File: src/design/tdq_pkg.sv
// Shared constants, codes and helpers for the deadline timer queue.
package tdq_pkg;

  localparam int QUEUE_DEPTH = 16;
  localparam int HANDLE_N    = 16;
  localparam int HANDLE_W    = 4;
  localparam int CAP         = (QUEUE_DEPTH < HANDLE_N) ? QUEUE_DEPTH : HANDLE_N;
  localparam int POS_W       = (CAP > 1) ? $clog2(CAP) : 1;
  localparam int CNT_W       = $clog2(CAP + 1);

  localparam int SEC_W   = 32;
  localparam int USEC_W  = 20;
  localparam int TAG_W   = 32;
  localparam int ENTRY_W = SEC_W + USEC_W + 1 + TAG_W;
  localparam int CFG_W   = 32;

  localparam logic [USEC_W-1:0] USEC_MAX     = 20'd999999;
  localparam logic [USEC_W-1:0] USEC_PER_SEC = 20'd1000000;

  // Input operation codes
  localparam logic [1:0] FUNC_SCHED  = 2'd0;
  localparam logic [1:0] FUNC_CANCEL = 2'd1;
  localparam logic [1:0] FUNC_POLL   = 2'd2;
  localparam logic [1:0] FUNC_CLEAR  = 2'd3;

  // Result kinds
  localparam logic [1:0] KIND_OK      = 2'd0;
  localparam logic [1:0] KIND_EXPIRED = 2'd1;
  localparam logic [1:0] KIND_SUMMARY = 2'd2;
  localparam logic [1:0] KIND_ERROR   = 2'd3;

  // Configuration register indexes
  localparam logic [1:0] CFG_TO_EN   = 2'd0;
  localparam logic [1:0] CFG_TO_SEC  = 2'd1;
  localparam logic [1:0] CFG_TO_USEC = 2'd2;

  // Saturate a microseconds value at its legal maximum
  function automatic logic [USEC_W-1:0] clamp_usec(input logic [USEC_W-1:0] v);
    clamp_usec = (v > USEC_MAX) ? USEC_MAX : v;
  endfunction

endpackage

File: src/design/tdq_if.sv
// Valid/ready channel interfaces for requests and results.
interface tdq_in_if
  import tdq_pkg::*;
();
  logic                valid;
  logic                ready;
  logic [1:0]          func;
  logic [SEC_W-1:0]    time_sec;
  logic [USEC_W-1:0]   time_usec;
  logic                daemon;
  logic [TAG_W-1:0]    event_tag;
  logic [HANDLE_W-1:0] handle;

  modport source (output valid, func, time_sec, time_usec, daemon, event_tag, handle,
                  input ready);
  modport sink (input valid, func, time_sec, time_usec, daemon, event_tag, handle,
                output ready);
endinterface

interface tdq_out_if
  import tdq_pkg::*;
();
  logic                valid;
  logic                ready;
  logic [1:0]          kind;
  logic [HANDLE_W-1:0] out_handle;
  logic [TAG_W-1:0]    out_tag;
  logic [SEC_W-1:0]    wait_sec;
  logic [USEC_W-1:0]   wait_usec;
  logic                wait_infinite;
  logic                events_pending;
  logic                idle;
  logic                last;

  modport source (output valid, kind, out_handle, out_tag, wait_sec, wait_usec,
                  wait_infinite, events_pending, idle, last, input ready);
  modport sink (input valid, kind, out_handle, out_tag, wait_sec, wait_usec,
                wait_infinite, events_pending, idle, last, output ready);
endinterface

File: src/design/tdq_ram.sv
// Generic single-write, single-read RAM with registered read data.
module tdq_ram #(
  parameter int WIDTH = 8,
  parameter int DEPTH = 16
) (
  input  logic                     clk_i,
  input  logic                     we_i,
  input  logic [$clog2(DEPTH)-1:0] waddr_i,
  input  logic [WIDTH-1:0]         wdata_i,
  input  logic [$clog2(DEPTH)-1:0] raddr_i,
  output logic [WIDTH-1:0]         rdata_o
);

  logic [WIDTH-1:0] mem_q [DEPTH];

  always_ff @(posedge clk_i) begin
    if (we_i) begin
      mem_q[waddr_i] <= wdata_i;
    end
    rdata_o <= mem_q[raddr_i];
  end

endmodule

File: src/design/deadline_timer_queue_core.sv
// Top level of the deadline-sorted timer event queue.
//
//  channel | dir | transaction
//  --------+-----+------------------------------------------------------------
//  in_if   | in  | one request: schedule, cancel, poll or clear
//  out_if  | out | one result; last marks the final result of a request
//  cfg_*   | in  | single-cycle register write, no handshake
//
// Event payloads live in a handle-indexed RAM (registered read); the sorted
// order is a short list of handles. A schedule walks the queued entries
// until it sorts before one or the list ends, then inserts; a full queue,
// an unknown handle and a clear are answered at dispatch; cancel reads the
// entry, then deletes it; poll emits each expired head event, then a summary.
// The sequencer is back in idle before the next request is taken. Reset
// empties the queue at once; no clearing pass. A stalled result holds the
// sequencer in place until it is taken.
module deadline_timer_queue_core
  import tdq_pkg::*;
(
  input  logic             clk_i,
  input  logic             rst_ni,
  tdq_in_if.sink           in_if,
  tdq_out_if.source        out_if,
  input  logic             cfg_we_i,
  input  logic [1:0]       cfg_idx_i,
  input  logic [CFG_W-1:0] cfg_wdata_i
);

  localparam logic [3:0] ST_IDLE     = 4'd0;
  localparam logic [3:0] ST_DISP     = 4'd1;
  localparam logic [3:0] ST_SCH_RD   = 4'd2;
  localparam logic [3:0] ST_SCH_CMP  = 4'd3;
  localparam logic [3:0] ST_SCH_INS  = 4'd4;
  localparam logic [3:0] ST_CAN_RD   = 4'd5;
  localparam logic [3:0] ST_CAN_DEL  = 4'd6;
  localparam logic [3:0] ST_POLL_RD  = 4'd7;
  localparam logic [3:0] ST_POLL_CMP = 4'd8;
  localparam logic [3:0] ST_POLL_SUM = 4'd9;

  logic [3:0]          state_q, state_d;
  logic [1:0]          func_q;
  logic [SEC_W-1:0]    ts_q;
  logic [USEC_W-1:0]   tu_q;
  logic                dm_q;
  logic [TAG_W-1:0]    tag_q;
  logic [HANDLE_W-1:0] h_q;

  logic [CNT_W-1:0]    len_q, live_q, idx_q;
  logic [HANDLE_N-1:0] inuse_q;
  logic [HANDLE_W-1:0] order_q [CAP];
  logic [HANDLE_W-1:0] order_ins [CAP];
  logic [HANDLE_W-1:0] order_rm [CAP];

  logic [SEC_W-1:0]    ds_q, to_sec_q;
  logic [USEC_W-1:0]   du_q, to_usec_q;
  logic                pend_q, to_en_q;

  logic                out_valid_q;
  logic [1:0]          o_kind_q;
  logic [HANDLE_W-1:0] o_handle_q;
  logic [TAG_W-1:0]    o_tag_q;
  logic [SEC_W-1:0]    o_ws_q;
  logic [USEC_W-1:0]   o_wu_q;
  logic                o_inf_q, o_pend_q, o_idle_q, o_last_q;

  logic                emit;
  logic [1:0]          e_kind;
  logic [HANDLE_W-1:0] e_handle;
  logic [TAG_W-1:0]    e_tag;
  logic [SEC_W-1:0]    e_ws;
  logic [USEC_W-1:0]   e_wu;
  logic                e_inf, e_pend, e_last;

  logic                out_free, in_acc;
  logic                ram_we;
  logic [HANDLE_W-1:0] ram_raddr;
  logic [ENTRY_W-1:0]  ram_rdata;
  logic [SEC_W-1:0]    ent_sec;
  logic [USEC_W-1:0]   ent_usec;
  logic                ent_dm;
  logic [TAG_W-1:0]    ent_tag;

  logic [HANDLE_W-1:0] free_h;
  logic [POS_W-1:0]    cpos, rm_pos;
  logic                full, new_before, due;
  logic [SEC_W-1:0]    dif_sec;
  logic [USEC_W-1:0]   dif_usec;

  assign out_free = !out_valid_q || out_if.ready;
  assign in_if.ready = (state_q == ST_IDLE);
  assign in_acc = in_if.valid && in_if.ready;

  // Unpack the entry read from the payload RAM
  assign ent_sec  = ram_rdata[ENTRY_W-1 -: SEC_W];
  assign ent_usec = ram_rdata[TAG_W+1 +: USEC_W];
  assign ent_dm   = ram_rdata[TAG_W];
  assign ent_tag  = ram_rdata[TAG_W-1:0];

  always_comb begin
    case (state_q)
      ST_CAN_RD, ST_CAN_DEL:  ram_raddr = h_q;
      ST_SCH_RD, ST_SCH_CMP:  ram_raddr = order_q[idx_q[POS_W-1:0]];
      default:                ram_raddr = order_q[0];
    endcase
  end

  assign ram_we = (state_q == ST_SCH_INS) && out_free;

  tdq_ram #(
    .WIDTH (ENTRY_W),
    .DEPTH (HANDLE_N)
  ) u_ram (
    .clk_i   (clk_i),
    .we_i    (ram_we),
    .waddr_i (free_h),
    .wdata_i ({ts_q, tu_q, dm_q, tag_q}),
    .raddr_i (ram_raddr),
    .rdata_o (ram_rdata)
  );

  // Pick the lowest free handle; the queue is full only at capacity
  always_comb begin
    free_h = '0;
    for (int i = HANDLE_N - 1; i >= 0; i--) begin
      if (!inuse_q[i]) free_h = HANDLE_W'(i);
    end
  end
  assign full = (len_q == CNT_W'(CAP));

  // Locate the queued position of the handle to cancel
  always_comb begin
    cpos = '0;
    for (int i = CAP - 1; i >= 0; i--) begin
      if ((CNT_W'(i) < len_q) && (order_q[i] == h_q)) cpos = POS_W'(i);
    end
  end
  assign rm_pos = (state_q == ST_CAN_DEL) ? cpos : '0;

  // Order list with the new handle inserted, and with one position dropped
  always_comb begin
    for (int i = 0; i < CAP; i++) begin
      if (POS_W'(i) == idx_q[POS_W-1:0]) begin
        order_ins[i] = free_h;
      end else if ((i > 0) && (POS_W'(i) > idx_q[POS_W-1:0])) begin
        order_ins[i] = order_q[(i > 0) ? i - 1 : 0];
      end else begin
        order_ins[i] = order_q[i];
      end
      if ((i < CAP - 1) && (POS_W'(i) >= rm_pos)) begin
        order_rm[i] = order_q[(i < CAP - 1) ? i + 1 : i];
      end else begin
        order_rm[i] = order_q[i];
      end
    end
  end

  // Time compares and the distance to the head deadline
  assign new_before = (ts_q < ent_sec) || ((ts_q == ent_sec) && (tu_q < ent_usec));
  assign due = !((ent_sec > ts_q) || ((ent_sec == ts_q) && (ent_usec > tu_q)));
  always_comb begin
    if (ent_usec >= tu_q) begin
      dif_sec  = ent_sec - ts_q;
      dif_usec = ent_usec - tu_q;
    end else begin
      dif_sec  = ent_sec - ts_q - SEC_W'(1);
      dif_usec = USEC_PER_SEC + ent_usec - tu_q;
    end
  end

  // Sequence control and result formation
  always_comb begin
    state_d  = state_q;
    emit     = 1'b0;
    e_kind   = KIND_OK;
    e_handle = '0;
    e_tag    = '0;
    e_ws     = '0;
    e_wu     = '0;
    e_inf    = 1'b0;
    e_pend   = 1'b0;
    e_last   = 1'b1;
    case (state_q)
      ST_IDLE: begin
        if (in_acc) state_d = ST_DISP;
      end
      ST_DISP: begin
        case (func_q)
          FUNC_SCHED: begin
            if (full) begin
              emit   = out_free;
              e_kind = KIND_ERROR;
              if (out_free) state_d = ST_IDLE;
            end else begin
              state_d = ST_SCH_RD;
            end
          end
          FUNC_CANCEL: begin
            if (!inuse_q[h_q]) begin
              emit     = out_free;
              e_kind   = KIND_ERROR;
              e_handle = h_q;
              if (out_free) state_d = ST_IDLE;
            end else begin
              state_d = ST_CAN_RD;
            end
          end
          FUNC_CLEAR: begin
            emit = out_free;
            if (out_free) state_d = ST_IDLE;
          end
          default: state_d = ST_POLL_RD;
        endcase
      end
      ST_SCH_RD: begin
        state_d = (idx_q == len_q) ? ST_SCH_INS : ST_SCH_CMP;
      end
      ST_SCH_CMP: begin
        state_d = new_before ? ST_SCH_INS : ST_SCH_RD;
      end
      ST_SCH_INS: begin
        emit     = out_free;
        e_handle = free_h;
        if (out_free) state_d = ST_IDLE;
      end
      ST_CAN_RD: state_d = ST_CAN_DEL;
      ST_CAN_DEL: begin
        emit     = out_free;
        e_handle = h_q;
        if (out_free) state_d = ST_IDLE;
      end
      ST_POLL_RD: begin
        state_d = (len_q == '0) ? ST_POLL_SUM : ST_POLL_CMP;
      end
      ST_POLL_CMP: begin
        if (!due) begin
          state_d = ST_POLL_SUM;
        end else begin
          emit     = out_free;
          e_kind   = KIND_EXPIRED;
          e_handle = order_q[0];
          e_tag    = ent_tag;
          e_last   = 1'b0;
          if (out_free) state_d = ST_POLL_RD;
        end
      end
      ST_POLL_SUM: begin
        emit   = out_free;
        e_kind = KIND_SUMMARY;
        e_pend = pend_q;
        if (to_en_q) begin
          if (pend_q && ((ds_q < to_sec_q) || ((ds_q == to_sec_q) && (du_q < to_usec_q))))
          begin
            e_ws = ds_q;
            e_wu = du_q;
          end else begin
            e_ws = to_sec_q;
            e_wu = to_usec_q;
          end
        end else if (pend_q) begin
          e_ws = ds_q;
          e_wu = du_q;
        end else begin
          e_inf = 1'b1;
        end
        if (out_free) state_d = ST_IDLE;
      end
      default: state_d = ST_IDLE;
    endcase
  end

  // Control state and queue bookkeeping
  always_ff @(posedge clk_i or negedge rst_ni) begin
    if (!rst_ni) begin
      state_q <= ST_IDLE;
      len_q   <= '0;
      live_q  <= '0;
      inuse_q <= '0;
      idx_q   <= '0;
      pend_q  <= 1'b0;
      to_en_q <= 1'b0;
      to_sec_q  <= '0;
      to_usec_q <= '0;
      out_valid_q <= 1'b0;
    end else begin
      state_q <= state_d;

      // Take configuration writes
      if (cfg_we_i) begin
        case (cfg_idx_i)
          CFG_TO_EN:   to_en_q   <= cfg_wdata_i[0];
          CFG_TO_SEC:  to_sec_q  <= cfg_wdata_i[SEC_W-1:0];
          CFG_TO_USEC: to_usec_q <= clamp_usec(cfg_wdata_i[USEC_W-1:0]);
          default: ;
        endcase
      end

      // Hold or drop the result register
      if (emit) begin
        out_valid_q <= 1'b1;
      end else if (out_if.ready) begin
        out_valid_q <= 1'b0;
      end

      case (state_q)
        ST_DISP: begin
          idx_q  <= '0;
          pend_q <= 1'b0;
          if ((func_q == FUNC_CLEAR) && out_free) begin
            len_q   <= '0;
            live_q  <= '0;
            inuse_q <= '0;
          end
        end
        ST_SCH_CMP: begin
          if (!new_before) idx_q <= idx_q + CNT_W'(1);
        end
        ST_SCH_INS: begin
          if (out_free) begin
            len_q <= len_q + CNT_W'(1);
            inuse_q[free_h] <= 1'b1;
            if (!dm_q) live_q <= live_q + CNT_W'(1);
          end
        end
        ST_CAN_DEL: begin
          if (out_free) begin
            len_q <= len_q - CNT_W'(1);
            inuse_q[h_q] <= 1'b0;
            if (!ent_dm && (live_q != '0)) live_q <= live_q - CNT_W'(1);
          end
        end
        ST_POLL_CMP: begin
          if (!due) begin
            pend_q <= 1'b1;
          end else if (out_free) begin
            len_q <= len_q - CNT_W'(1);
            inuse_q[order_q[0]] <= 1'b0;
            if (!ent_dm && (live_q != '0)) live_q <= live_q - CNT_W'(1);
          end
        end
        default: ;
      endcase
    end
  end

  // Request fields, order list and result payload
  always_ff @(posedge clk_i) begin
    if (in_acc) begin
      func_q <= in_if.func;
      ts_q   <= in_if.time_sec;
      tu_q   <= clamp_usec(in_if.time_usec);
      dm_q   <= in_if.daemon;
      tag_q  <= in_if.event_tag;
      h_q    <= in_if.handle;
    end
    if ((state_q == ST_SCH_INS) && out_free) begin
      order_q <= order_ins;
    end else if (((state_q == ST_CAN_DEL) && out_free) ||
                 ((state_q == ST_POLL_CMP) && due && out_free)) begin
      order_q <= order_rm;
    end
    if ((state_q == ST_POLL_CMP) && !due) begin
      ds_q <= dif_sec;
      du_q <= dif_usec;
    end
    if (emit) begin
      o_kind_q   <= e_kind;
      o_handle_q <= e_handle;
      o_tag_q    <= e_tag;
      o_ws_q     <= e_ws;
      o_wu_q     <= e_wu;
      o_inf_q    <= e_inf;
      o_pend_q   <= e_pend;
      o_idle_q   <= (e_kind == KIND_SUMMARY) && (live_q == '0);
      o_last_q   <= e_last;
    end
  end

  assign out_if.valid          = out_valid_q;
  assign out_if.kind           = o_kind_q;
  assign out_if.out_handle     = o_handle_q;
  assign out_if.out_tag        = o_tag_q;
  assign out_if.wait_sec       = o_ws_q;
  assign out_if.wait_usec      = o_wu_q;
  assign out_if.wait_infinite  = o_inf_q;
  assign out_if.events_pending = o_pend_q;
  assign out_if.idle           = o_idle_q;
  assign out_if.last           = o_last_q;

endmodule
File: src/flat_wrapper.sv
// flat-port wrapper written by rule: the top's interface ports become plain ports
module deadline_timer_queue_core_flat import tdq_pkg::*;
  (clk_i, rst_ni, cfg_we_i, cfg_idx_i, cfg_wdata_i, in_if_valid, in_if_func, in_if_time_sec, in_if_time_usec, in_if_daemon, in_if_event_tag, in_if_handle, in_if_ready, out_if_valid, out_if_kind, out_if_out_handle, out_if_out_tag, out_if_wait_sec, out_if_wait_usec, out_if_wait_infinite, out_if_events_pending, out_if_idle, out_if_last, out_if_ready);
  tdq_in_if in_if_i ();
  tdq_out_if out_if_i ();
  input  logic clk_i;
  input  logic rst_ni;
  input  logic cfg_we_i;
  input  logic [1:0] cfg_idx_i;
  input  logic [CFG_W-1:0] cfg_wdata_i;
  input wire logic [$bits(in_if_i.valid)-1:0] in_if_valid;
  input wire logic [$bits(in_if_i.func)-1:0] in_if_func;
  input wire logic [$bits(in_if_i.time_sec)-1:0] in_if_time_sec;
  input wire logic [$bits(in_if_i.time_usec)-1:0] in_if_time_usec;
  input wire logic [$bits(in_if_i.daemon)-1:0] in_if_daemon;
  input wire logic [$bits(in_if_i.event_tag)-1:0] in_if_event_tag;
  input wire logic [$bits(in_if_i.handle)-1:0] in_if_handle;
  output wire logic [$bits(in_if_i.ready)-1:0] in_if_ready;
  output wire logic [$bits(out_if_i.valid)-1:0] out_if_valid;
  output wire logic [$bits(out_if_i.kind)-1:0] out_if_kind;
  output wire logic [$bits(out_if_i.out_handle)-1:0] out_if_out_handle;
  output wire logic [$bits(out_if_i.out_tag)-1:0] out_if_out_tag;
  output wire logic [$bits(out_if_i.wait_sec)-1:0] out_if_wait_sec;
  output wire logic [$bits(out_if_i.wait_usec)-1:0] out_if_wait_usec;
  output wire logic [$bits(out_if_i.wait_infinite)-1:0] out_if_wait_infinite;
  output wire logic [$bits(out_if_i.events_pending)-1:0] out_if_events_pending;
  output wire logic [$bits(out_if_i.idle)-1:0] out_if_idle;
  output wire logic [$bits(out_if_i.last)-1:0] out_if_last;
  input wire logic [$bits(out_if_i.ready)-1:0] out_if_ready;
  assign in_if_i.valid = in_if_valid;
  assign in_if_i.func = in_if_func;
  assign in_if_i.time_sec = in_if_time_sec;
  assign in_if_i.time_usec = in_if_time_usec;
  assign in_if_i.daemon = in_if_daemon;
  assign in_if_i.event_tag = in_if_event_tag;
  assign in_if_i.handle = in_if_handle;
  assign in_if_ready = in_if_i.ready;
  assign out_if_valid = out_if_i.valid;
  assign out_if_kind = out_if_i.kind;
  assign out_if_out_handle = out_if_i.out_handle;
  assign out_if_out_tag = out_if_i.out_tag;
  assign out_if_wait_sec = out_if_i.wait_sec;
  assign out_if_wait_usec = out_if_i.wait_usec;
  assign out_if_wait_infinite = out_if_i.wait_infinite;
  assign out_if_events_pending = out_if_i.events_pending;
  assign out_if_idle = out_if_i.idle;
  assign out_if_last = out_if_i.last;
  assign out_if_i.ready = out_if_ready;
  deadline_timer_queue_core u_core (.clk_i(clk_i), .rst_ni(rst_ni), .in_if(in_if_i), .out_if(out_if_i), .cfg_we_i(cfg_we_i), .cfg_idx_i(cfg_idx_i), .cfg_wdata_i(cfg_wdata_i));
endmodule
File: config.mk
export PLATFORM = sky130hd
export DESIGN_NAME = deadline_timer_queue_core_flat
export DESIGN_NICKNAME = d
export VERILOG_FILES = /design/src/design/tdq_pkg.sv /design/src/design/tdq_if.sv /design/src/design/tdq_ram.sv /design/src/design/deadline_timer_queue_core.sv /design/src/flat_wrapper.sv
export SDC_FILE = /design/constraint.sdc
export NUM_CORES = 2
export LEC_CHECK = 0
export BUFFER_PORTS_ARGS = -buffer_cell sky130_fd_sc_hd__clkbuf_2
export CAP_MARGIN = 0
export CELL_PAD_IN_SITES_DETAIL_PLACEMENT = 1
export CELL_PAD_IN_SITES_GLOBAL_PLACEMENT = 1
export CORE_AREA = 2 2 395 397
export DETAILED_ROUTE_END_ITERATION = 6
export DIE_AREA = 0 0 397 399
export PLACE_DENSITY_LB_ADDON = 0.2
export SLEW_MARGIN = 20
export SYNTH_ARGS = -nofsm -noshare
export SYNTH_HDL_FRONTEND = slang
export SYNTH_SLANG_ARGS = --single-unit
File: constraint.sdc
create_clock -name clk_i -period 7.7 [get_ports clk_i]
set_input_delay 0 -clock clk_i [delete_from_list [all_inputs] [get_ports clk_i]]
set_output_delay 0 -clock clk_i [all_outputs]
set_load 0.005 [all_outputs]
==> impl_metrics.yaml <==
timing:
  fin_tns_setup_ps: 0
  fin_crit_ps: 5533
  setup_viol: 0
  finClkSkew_ps: 60.65
  slew_headroom: 0.2709
  hold_viol_final: 0
  period_share: 0.7186
  rsz0062_at_grt: "false"
  holdWs_ps: 73.34
  worstMarginPinSlew_ps: 1091
  timing.fmax_ghz: 0.1807
  slew_viol_final: 0
power_and_ir_drop:
  peakVddDrop_v: 0.0004020
  p_leak_uw: 0.03190
  p_switching_uw: 12940
  comb_power_share: 0.355
  p_clk_frac: 0.269
  power_density_mw_per_mm2: 374.0
  p_total_uw: 34520
  seqPwrFrac: 0.375
  p_int_uw: 21580
  swShare: 0.3749
placed_design:
  io_buffers: 225
  dpl.hpwl_um: 125700
  dpl_cell_area_sq_mm: 0.08331
  gp_congestion: 0.8980
critical_path:
  critPathLaunch: "u_core.tu_q[8]"
  crit_chain: "inv_1, ha_1, fa_1, a31oi_1, o21ai_0, and2_1, nor3b_1, o21ai_0, a21o_1, a21oi_4, buf_4, o221a_4, buf_4"
  worstPathMaxFanout: 41
  cp.required_ps: 8160
  rr_startpoint: "u_core.tu_q[8]"
  cp.arrival_ps: 5990
  path_class: "reg -> reg"
  startpoint_type: "flip-flop"
  worstSetupEndpointType: "flip-flop"
  slowest_delay_ps: 880
  cp_slowest_cell: "o221a_4"
logic_synthesis:
  synth.top_cell.area_share: 0.6243
  synth_area_leaders: "edfxtp_1 (62%), nand2_1 (4.7%), a211oi_1 (4.1%)"
  synth_most_common_cell: "edfxtp_1"
  ys_seq_area_frac: 0.6738
  yosys_most_used_dff: "edfxtp_1"
  synth_cells: 6187
  synth_cell_type_count: 94
  synth_common_cells: "edfxtp_1 (1661), nand2_1 (996), a211oi_1 (441), and2_1 (392), clkbuf_1 (331)"
  synth_nets: 6471
  synthArstFlopShare: 0.04902
  avgSynthCellArea_sq_um: 12.91
  synth_edf_count: 1661
  yosys_register_bits: 1836
  synthesis.area_sq_mm: 0.07990
  synth_area_leader_cell: "edfxtp_1"
  yosys_warnings: 0
routing:
  via_per_inst: 6.218
  ant_nets: 0
  wirelength_um: 238400
  drtIter0Drc: 5174
  vias: 54500
  drc: 4
  wl_per_cell_um: 27.20
  dr.pass1.iters: 7
outcome:
  status: "finished, violations left"
  violations: "design-rule violations"
floorplan:
  io-pin-count: 226
  die_h_um: 399
  dieArea_sq_mm: 0.1584
  num_rows: 144
  start_util: 0.5199
  die_width_um: 397
  core_sq_mm: 0.1537
finish:
  syn_to_final_growth_pct: 15.52
  fin_area_sq_mm: 0.09230
  drive_above_1_share: 0.1066
  final_nets: 6838
clocking:
  clk_latency_ps: 840
  h-tree-depth: 4
  clock_sinks: 1836
  cts_made_buffers: 189
  post_cts_resized: 0
  cts-root-buf: "clkbuf_16"
  clk_pin_slew_ps: 60
  clk_path_buf_depth: 3
  cts_tree: "built"
global_route:
  grt.overflow.total: 0
  grt_max_degree: 188
  antenna_found_initial: 10
  first_global_vias: 57270
  track_usage: 0.2976
  grt_pass1_wl_um: 356200
flow_run:
  maxCapViolations: 0
min_path:
  hold_start: "in_if_time_sec[0]"
  hp-class: "in -> reg"
worst max-delay path, delay by kind of cell, from the launching register on:
| family | cells | cell delay (ps) |
|---|---|---|
| AOI/OAI and AO/OA | 6 | 2010 |
| adders and majority gates | 2 | 700 |
| DFF | 1 | 680 |
| buffers and inverters | 3 | 1220 |
| and+or+nand+nor | 2 | 500 |
power by group through the flow:
| stage | Sequential (uW) | Clock, uW | Combinational [uW] |
|---|---|---|---|
| final | 13000 | 9290 | 12300 |
| after global routing | 13000 | 9740 | 13400 |
| after CTS | 12900 | 9350 | 12100 |
| after detailed placement | 13100 | 0 | 11800 |
| after global placement | 13100 | 0 | 11400 |
| after floorplan | 12800 | 0 | 8360 |
what timing repair did:
action,CTS,global route
hold endpoints to repair,258,0
setup endpoints to repair,0,0
buffers inserted,0,0
hold buffers,264,0
sequential cells by signal (all words and copies together) (netlist names), 32 cells and up:
register                flops
u_core.ds_q                32
u_core.order_q             64
u_core.out_if.out_tag      32
u_core.out_if.wait_sec     32
u_core.tag_q               32
u_core.to_sec_q            32
u_core.ts_q                32
u_core.u_ram.mem_q       1360
u_core.u_ram.rdata_o       85
stage by stage:
step           setup slack, ps  instances  utilization
3_3_place_gp              2364       8141       0.5420
6_report                  2167       8765       0.6006
2_1_floorplan             1637       6187            -
5_1_grt                   1918       8763       0.6005
3_5_place_dp              2279       8142       0.5421
4_1_cts                   2236       8762       0.6004
logic make-up after synthesis:
family,count (synthesis),synth area share
adders and majority gates,154,0.02562
muxes,159,0.02332
buffers and inverters,585,0.02803
xor gates and xnor gates,163,0.01787
DFF,1836,0.6738
AOI/OAI and AO/OA,1461,0.1250
and+or+nand+nor,1829,0.1064
worst paths after layout:
check | slack [ps] | cells after the start | to
min reg2reg | 500 | 1 | u_core.out_if.out_tag[4]
min | 70 | 2 | u_core.ts_q[0]
max reg2reg | 2170 | 13 | u_core.out_if.wait_usec[6]
min in group asynchronous | 320 | 4 | u_core.state_q[0]
max in group asynchronous | 6670 | 4 | u_core.to_usec_q[6]
max | 2170 | 13 | u_core.out_if.wait_usec[6]
area by class of cell:
type | instances | area [sq um]
fillers | 14700 | 61390
flip-flops and latches | 1836 | 53830
multi-input cells | 3766 | 24070
clock buffers | 258 | 5284
repair buffers | 571 | 4812
well taps | 2044 | 2557
clock inverters | 98 | 1027
inverters | 190 | 713.2
diodes | 2 | 5.005
cells in the final DEF, fill, tap and decap left out, types with 21 or more instances in the layout:
cell type	netlist	layout
a211oi_1	441	440
a21o_1	36	36
a21oi_1	306	305
a311oi_1	176	176
a31oi_1	198	197
and2_1	392	391
buf_12	0	32
buf_4	1	49
clkbuf_1	331	44
clkbuf_16	0	193
clkbuf_2	1	224
clkbuf_8	0	21
clkinv_1	1	24
clkinv_2	0	34
dfrtp_1	90	90
dfxtp_1	85	85
dlygate4sd3_1	0	263
edfxtp_1	1661	1661
ha_1	138	138
inv_1	188	188
mux2_2	37	37
mux2i_1	104	104
nand2_1	996	994
nand2b_1	30	30
nand3_1	55	55
nand4_1	35	35
nor2_1	168	150
nor2b_1	22	22
nor3_1	51	49
o21ai_0	145	145
xnor2_1	110	110
xor2_1	53	53
layer usage:
metal	part of all wire	vias up	GRT usage
met3	0.064	455	0.04333
met2	0.49	2105	0.5024
li1	-	23930	-
met1	0.42	28010	0.3999
met5	0.00011	-	0
met4	0.027	4	0.09221
No activity file was read; power rests on OpenSTA's default activity.
